$ cat src/design/isl_ram.sv
// Generic single-port-write, single-port-read RAM with registered read data.
`default_nettype none

module isl_ram #(
    parameter int WIDTH = 1,
    parameter int DEPTH = 16,
    localparam int AW = $clog2(DEPTH)
) (
    input  wire logic             clk,
    input  wire logic             we,
    input  wire logic [AW-1:0]    waddr,
    input  wire logic [WIDTH-1:0] wdata,
    input  wire logic             re,
    input  wire logic [AW-1:0]    raddr,
    output logic      [WIDTH-1:0] rdata
);

    logic [WIDTH-1:0] mem [DEPTH];

    always_ff @(posedge clk)
    begin
        if (we)
        begin
            mem[waddr] <= wdata;
        end
        if (re)
        begin
            rdata <= mem[raddr];
        end
    end

endmodule

`default_nettype wire

$ cat config.mk
export PLATFORM = sky130hd
export DESIGN_NAME = isl_ram
export DESIGN_NICKNAME = d
export VERILOG_FILES = /design/src/design/isl_ram.sv
export SDC_FILE = /design/constraint.sdc
export NUM_CORES = 1
export LEC_CHECK = 0
export BUFFER_PORTS_ARGS = -buffer_cell sky130_fd_sc_hd__buf_2
export CORE_MARGIN = 3
export CORE_UTILIZATION = 56
export DETAILED_ROUTE_END_ITERATION = 10
export GPL_ROUTABILITY_DRIVEN = 0
export HOLD_SLACK_MARGIN = 0.12
export PLACE_DENSITY = 0.91
export SLEW_MARGIN = 20
export SYNTH_ARGS = -nofsm -noshare
export SYNTH_HDL_FRONTEND = slang
export SYNTH_SLANG_ARGS = --single-unit
$ cat constraint.sdc
create_clock -name clk -period 2.6 [get_ports clk]
set_input_delay 0.13 -clock clk [delete_from_list [all_inputs] [get_ports clk]]
set_output_delay 0.13 -clock clk [all_outputs]
set_load 0.02 [all_outputs]
==> reports/qor.yml <==
antenna_found_initial: 0
finalClockSkew_ps: 2.36
worstPathMaxFanout: 1
netlist_area_sq_um: 756
multi_input_area_sq_um: 245
slew_headroom: 0.847
max_freq_mhz: 735
fillers: 75
start_kind: "flip-flop"
grt_max_degree: 17
cts_buffers: 3
wl_per_cell_um: 13.4
switching_power_uw: 93.6
grt_usage: 0.135
post_cts_buffers: 0
cts_resized: 0
drv_slew: 0
portBuffers: 12
drv_cap: 0
pre_cts_slack_ps: 1230
ctsRootBufferMaster: "clkbuf_4"
fin_crit_ps: 1360
drt-vias-per-instance: 5.64
crit_arrival_ps: 1390
placementRows: 12
dieArea_sq_um: 1830
h-tree-depth: 1
intPower_uw: 388
switching_share: 0.194
ys_warn_count: 0
crit_path_top_delay_cell: "mux4_1"
rsz0062_at_grt: "false"
cts_buffer_depth: 2
initial_core_util: 0.637
area_delta_synth_final_pct: 15.1
drt_wl_total_um: 1040
path_cells: "mux4_1 -> mux2i_1 -> mux2i_1"
drc: 0
combPwrFrac: 0.088
drive_above_1_share: 0.250
hp-class: "in2reg"
grt-ovfl-total: 0
cts_tree: "built"
syn_nets: 59
power_frac_clock: 0.269
outcome: "complete, no violations"
worst-path-buf-inv: 0
hpwl_um: 804
path_clk_slew_ps: 90
grt_first_pass_wirelength_um: 1800
die_w_um: 42.7
setup_viol: 0
diodes: 0
seq_power_share: 0.643
first_pass_iters: 4
netlist_instances: 47
synth.distinct_cells: 10
dieHeight_um: 42.7
final-seq-area_sq_um: 510
crit_path_frequent_cell: "mux2i_1"
syn_area_per_cell_sq_um: 16.1
crit_family: "multiplexers"
io_pins: 13
tightestPinTransition_ps: 230
hold_viol: 0
clock_latency_ps: 270
crit_required_ps: 2630
setup_slack_ps: 1240
drtIter0Drc: 5
max_stage_delay_ps: 520
peakVddDrop_v: 0.000292
ys_ff_latch: 17
p_leak_nw: 0.313
numClockSinks: 17
power_density_nw_per_um2: 553
timing.final.crit_share: 0.523
tns_ps: 0
finalNetCount: 77
ys_seq_area_frac: 0.675
path_class: "reg2reg"
grt_pass1_vias: 456
endpoint_kind: "flip-flop"
core_area_sq_um: 1190
vias: 440
ant_nets: 0
## cells in the final DEF, fill, tap and decap left out, drive strengths merged
cell | Yosys | routed
mux4 | 4 | 4
nand2 | 1 | 1
dlygate4sd3 | 0 | 1
buf | 0 | 12
clkbuf | 0 | 4
nor2 | 12 | 12
mux2i | 3 | 3
nand3b | 2 | 2
nand3 | 1 | 1
nor3 | 4 | 4
nand2b | 2 | 2
edfxtp | 17 | 17
or3b | 1 | 1
## path summary, 6_finish.rpt
check,end,cells past startpoint,startpoint,slack [ps]
hold / removal,rdata,2,raddr[2],170
setup reg to reg,rdata,3,mem[5],1240
setup / recovery,rdata,3,mem[5],1240
hold reg to reg,rdata,3,mem[11],830
## synthesized netlist by cell type (all sizes together)
master,instances,share of area
nand3b,2,0.020
or3b,1,0.012
nand2,1,0.0050
nand3,1,0.0066
mux4,4,0.14
mux2i,3,0.040
nor2,12,0.060
edfxtp,17,0.68
nand2b,2,0.017
nor3,4,0.026
## registers in the layout, summed over array words and instances, names as in the netlist
register / flops
mem: 16
rdata: 1
## layer usage
layer	up-vias	track usage	wire length [um]
li1	218	-	-
met1	205	0.166	453
met2	15	0.231	506
met3	2	0.0254	73
met4	0	0.0559	8
met5	-	0	0
## cell type report
type | instances | share of cell area
flip-flops and latches | 17 | 0.587
clock buffers | 4 | 0.0302
repair buffers | 13 | 0.0806
well taps | 14 | 0.0201
multi-input cells | 30 | 0.282
## cells by family after synthesis
| family | synth area share |
|---|---|
| simple gates | 0.146 |
| mux | 0.179 |
| flops | 0.675 |
## power by group through the flow
stage / Combinational, mW / Sequential, mW / Clock, mW
finish: 0.0422 / 0.310 / 0.129
global route: 0.0471 / 0.310 / 0.147
CTS: 0.0425 / 0.310 / 0.131
detailed placement: 0.0412 / 0.316 / 0
global placement: 0.0404 / 0.316 / 0
floorplan: 0.0189 / 0.317 / 0
## timing repair
item | in CTS | in global routing
hold endpoints to repair | 1 | 0
hold buffers | 1 | 0
endpoints found under the setup margin | 0 | 0
## metrics by stage
step | cell area [sq um] | utilization | power, mW | hold WS, ps | std cells
5_1_grt | 870 | 0.733 | 0.504 | 155 | 78
4_1_cts | 870 | 0.733 | 0.484 | 168 | 78
2_1_floorplan | 756 | - | 0.336 | 229 | 47
3_5_place_dp | 833 | 0.703 | 0.357 | 344 | 73
3_3_place_gp | 833 | 0.703 | 0.356 | 335 | 73
6_report | 870 | 0.733 | 0.481 | 167 | 78
No activity file was read; power rests on OpenSTA's default activity.
