==> config.mk <==
export PLATFORM = sky130hd
export DESIGN_NAME = isl_nbr_addr
export DESIGN_NICKNAME = d
export VERILOG_FILES = /design/src/design/isl_pkg.sv /design/src/design/isl_nbr_addr.sv
export SDC_FILE = /design/constraint.sdc
export NUM_CORES = 1
export LEC_CHECK = 0
export BUFFER_PORTS_ARGS = -buffer_cell sky130_fd_sc_hd__buf_4
export CAP_MARGIN = 20
export CORE_MARGIN = 5
export CORE_UTILIZATION = 35
export DETAILED_ROUTE_END_ITERATION = 8
export PLACE_DENSITY = 0.66
export REMOVE_ABC_BUFFERS = 1
export SYNTH_ARGS = -nofsm -noshare
export SYNTH_HDL_FRONTEND = slang
export SYNTH_SLANG_ARGS = --single-unit
==> constraint.sdc <==
create_clock -name vclk -period 2.8
set_clock_uncertainty 0.15 [all_clocks]
set_input_delay 0.28 -clock vclk [all_inputs]
set_output_delay 0.28 -clock vclk [all_outputs]
set_load 0.01 [all_outputs]
==> src/design/isl_pkg.sv <==
// Shared types and constants for the spin-flip lattice block.
`default_nettype none

package isl_pkg;

    localparam int SIDE_W   = 7;
    localparam int COORD_W  = 6;
    localparam int ENERGY_W = 5;
    localparam int TOTAL_W  = 14;
    localparam int DEFAULT_SIDE = 64;
    localparam int MIN_SIDE = 2;

    localparam int SEL_W = 3;
    localparam logic [SEL_W-1:0] NB_CENTER = 3'd0;
    localparam logic [SEL_W-1:0] NB_LEFT   = 3'd1;
    localparam logic [SEL_W-1:0] NB_RIGHT  = 3'd2;
    localparam logic [SEL_W-1:0] NB_UP     = 3'd3;
    localparam logic [SEL_W-1:0] NB_DOWN   = 3'd4;

    typedef struct packed {
        logic [COORD_W-1:0] site_row;
        logic [COORD_W-1:0] site_column;
        logic               keep_flip;
    } site_word_t;

    typedef struct packed {
        logic signed [ENERGY_W-1:0] energy_change;
        logic signed [TOTAL_W-1:0]  total_spin;
    } result_word_t;

endpackage

`default_nettype wire

==> src/design/isl_nbr_addr.sv <==
// Wrapped neighbor address generation and range check for one lattice site.
`default_nettype none

module isl_nbr_addr #(
    parameter int MAX_SIDE = 64,
    localparam int RW = $clog2(MAX_SIDE)
) (
    input  wire logic [isl_pkg::COORD_W-1:0] row,
    input  wire logic [isl_pkg::COORD_W-1:0] col,
    input  wire logic [isl_pkg::SIDE_W-1:0]  side,
    input  wire logic [isl_pkg::SEL_W-1:0]   sel,
    output logic      [2*RW-1:0]             addr,
    output logic                             in_range
);

    import isl_pkg::*;

    localparam int XW = (RW > SIDE_W) ? RW : SIDE_W;

    logic [XW-1:0] side_x;
    logic [XW-1:0] last_x;
    logic [XW-1:0] row_x;
    logic [XW-1:0] col_x;
    logic [XW-1:0] left_x;
    logic [XW-1:0] right_x;
    logic [XW-1:0] up_x;
    logic [XW-1:0] down_x;
    logic [XW-1:0] r_x;
    logic [XW-1:0] c_x;

    always_comb
    begin
        side_x  = XW'(side);
        last_x  = side_x - XW'(1);
        row_x   = XW'(row);
        col_x   = XW'(col);
        left_x  = (col_x == '0) ? last_x : col_x - XW'(1);
        right_x = (col_x == last_x) ? '0 : col_x + XW'(1);
        up_x    = (row_x == '0) ? last_x : row_x - XW'(1);
        down_x  = (row_x == last_x) ? '0 : row_x + XW'(1);
        unique case (sel)
            NB_LEFT:
            begin
                r_x = row_x;
                c_x = left_x;
            end
            NB_RIGHT:
            begin
                r_x = row_x;
                c_x = right_x;
            end
            NB_UP:
            begin
                r_x = up_x;
                c_x = col_x;
            end
            NB_DOWN:
            begin
                r_x = down_x;
                c_x = col_x;
            end
            default:
            begin
                r_x = row_x;
                c_x = col_x;
            end
        endcase
        in_range = (row_x < side_x) && (col_x < side_x);
        addr     = {r_x[RW-1:0], c_x[RW-1:0]};
    end

endmodule

`default_nettype wire
==> run metrics <==
WL/cell 14.6 µm; Net Sw Power 0.000141 W; Slew headroom 0.587; commonest cells after routing, fill and taps aside buf_4 (48), ha_1 (17), nand2_1 (13), inv_1 (13), o21ai_0 (13); I/O Pins 35; Initial Util 0.367; most common library cell in the layout ignoring fill and taps buf_4; # port buffers 35; placed cell areas 1750 µm²; Worst Path Buf+Inv 3; Die Area 5280 µm²; clock buffer count in the final layout 0; Crit path required time 2.37 ns; remaining global-route overflow 0; Max-Cap Viols 0; slowest stage cell, crit path or4b_4; run status finished, final reports clean; final layout net count 275; # setup viols final 0; number of fill cells 408; Synth area leader ha_1; top cell type's share of synthesized area 0.164; Diodes inserted 0; Final Wtd Congestion 0.922; Hold Crit Depth 3; pin count of the biggest net entering global routing 14; Flop pwr share 0; P_leak 0.795 nW; Tightest Hold Check Type input pin to primary output; vias in the first global route 1,432; Seq cells 0; DR iter-0 viols 130; delay-heaviest family, CP compound AO/OA/AOI/OAI gates; Mean Syn Cell Area 7.09 µm²; Pint 0.000133 W; Clock Power Share 0; FMAX 370 MHz; Netlist Area Pre-Place 1380 µm²; final routed DRC violation total 0; hold_sp side[6]; CP cell instances buf_4 > inv_4 > ha_4 > or4b_4 > a211oi_2 > nand4b_1 > o31ai_4 > o221ai_2 > a211o_1 > buf_6; CP Max Fanout 4; critical path arrival 2.27 ns; sw frac 0.513; kind of critical path input pin to primary output; final period utilization 0.965; min Tclk post-route 2.70 ns; RSZ-0062 raised after global routing no; Layout area overhead 31.1%; Power Dens Cells 152 nW/µm²; antenna violations before repair 0; crit end category primary output; Logic pwr share 1.000; Synth Instances 194; Reg area 0 µm²; share of cells above drive strength 1 0.266; post-layout power 0.000274 W; Vias 1,538; Core ar. 3740 µm²; vias per inst 5.47; # rows 22; design area 1800 µm²; synth top area cells ha_1 (16%), xnor2_1 (6.4%), xor2_1 (5.7%), o21ai_0 (5.1%), inv_1 (4.1%); critical path startpoint category input pin; max incr delay on CP 0.46 ns; Initial DRT Pass Iterations 4; die height 72.7 µm; Least-Margin Pin Slew 0.611 ns; Netlist cell types 51; Ys Warns 0; Min-Delay Endpoint in_range; Tot GR Track Use 0.151; Post-Route WL 4.10 mm; Final Hold Fails 0; Peak VDD IR 72.1 µV; Seq/Total Area, Yosys 0; die width 72.7 µm; Final ANT Viol Nets 0; DP HPWL 3.30 mm; Slew Viols, Final 0; first-pass GRT wire length 6.71 mm
[per-stage QoR]
stage	TNS [ns]	util	worst slack (ns)	hold slack, ns	instances
final	0	0.482	0.0993	0.751	281
after CTS	0	0.471	0.00585	0.742	281
after floorplan	0	-	0.133	0.513	183
after global routing	0	0.482	0.000182	0.766	281
after global placement	0	0.469	0.000722	0.742	280
after detailed placement	-0.0433	0.469	-0.0433	0.739	280
[cell type report]
class                           count  area [µm²]  share of cell area
Multi-Input combinational cell    168        1300               0.720
Timing Repair Buffer               50         383               0.212
Inverter                           15        61.3              0.0340
Tap cell                           48        60.1              0.0333
[worst min-delay path, cell delays in order]
cell and delay [ns]:
buf_4 0.12, a31o_2 0.11, buf_4 0.11
[synthesized netlist by cell type, types with 4 or more instances]
cell / n
o21a_1: 6
xnor2_1: 10
mux2i_1: 4
inv_1: 15
o21ai_0: 14
a21oi_1: 9
clkbuf_1: 10
nand3_1: 4
xor2_1: 9
nor2_1: 11
o221ai_1: 6
nor3_1: 9
ha_1: 18
nor3b_1: 4
nor2b_1: 4
nand2_1: 13
[per-layer routing]
layer  global-route usage  vias to the layer above  routed length [µm]
met3               0.0124                        2                 197
met1                0.217                      695                2000
met4              0.00820                        0                  14
li1                     -                      805                   -
met5                    0                        -                   0
met2                0.255                       36                1890
[repair_timing]
item | in CTS | in global routing
gates resized for setup | 1 | 12
hold buffers | 0 | 0
hold endpoints to repair | 0 | 0
buffers inserted | 1 | 0
pin swaps | 3 | 6
setup endpoints to repair | 2 | 12
[how the worst max path moves through the flow]
stage / depth (start not counted) / endpoint / start
finish: 10 / addr[3] / side[1]
global route: 11 / addr[11] / side[2]
CTS: 10 / addr[3] / side[1]
detailed placement: 10 / addr[3] / side[1]
global placement: 10 / addr[3] / side[1]
floorplan: 8 / addr[3] / side[1]
[power groups by stage]
stage / clock (W) / combinational (W) / sequential [W]
CTS: 0 / 0.000267 / 0
finish: 0 / 0.000274 / 0
global route: 0 / 0.000302 / 0
global placement: 0 / 0.000263 / 0
floorplan: 0 / 0.000139 / 0
detailed placement: 0 / 0.000264 / 0
[cells by family (layout without fill, tap and decap cells)]
group,count (synthesis),in the layout,synth area share
AOI/OAI and AO/OA,58,58,0.311
xor gates and xnor gates,20,20,0.137
adders and majority gates,18,18,0.164
buffers and inverters,26,65,0.0764
muxes,4,4,0.0291
and+or+nand+nor,68,68,0.282
Power figures use the tool's default switching activity.
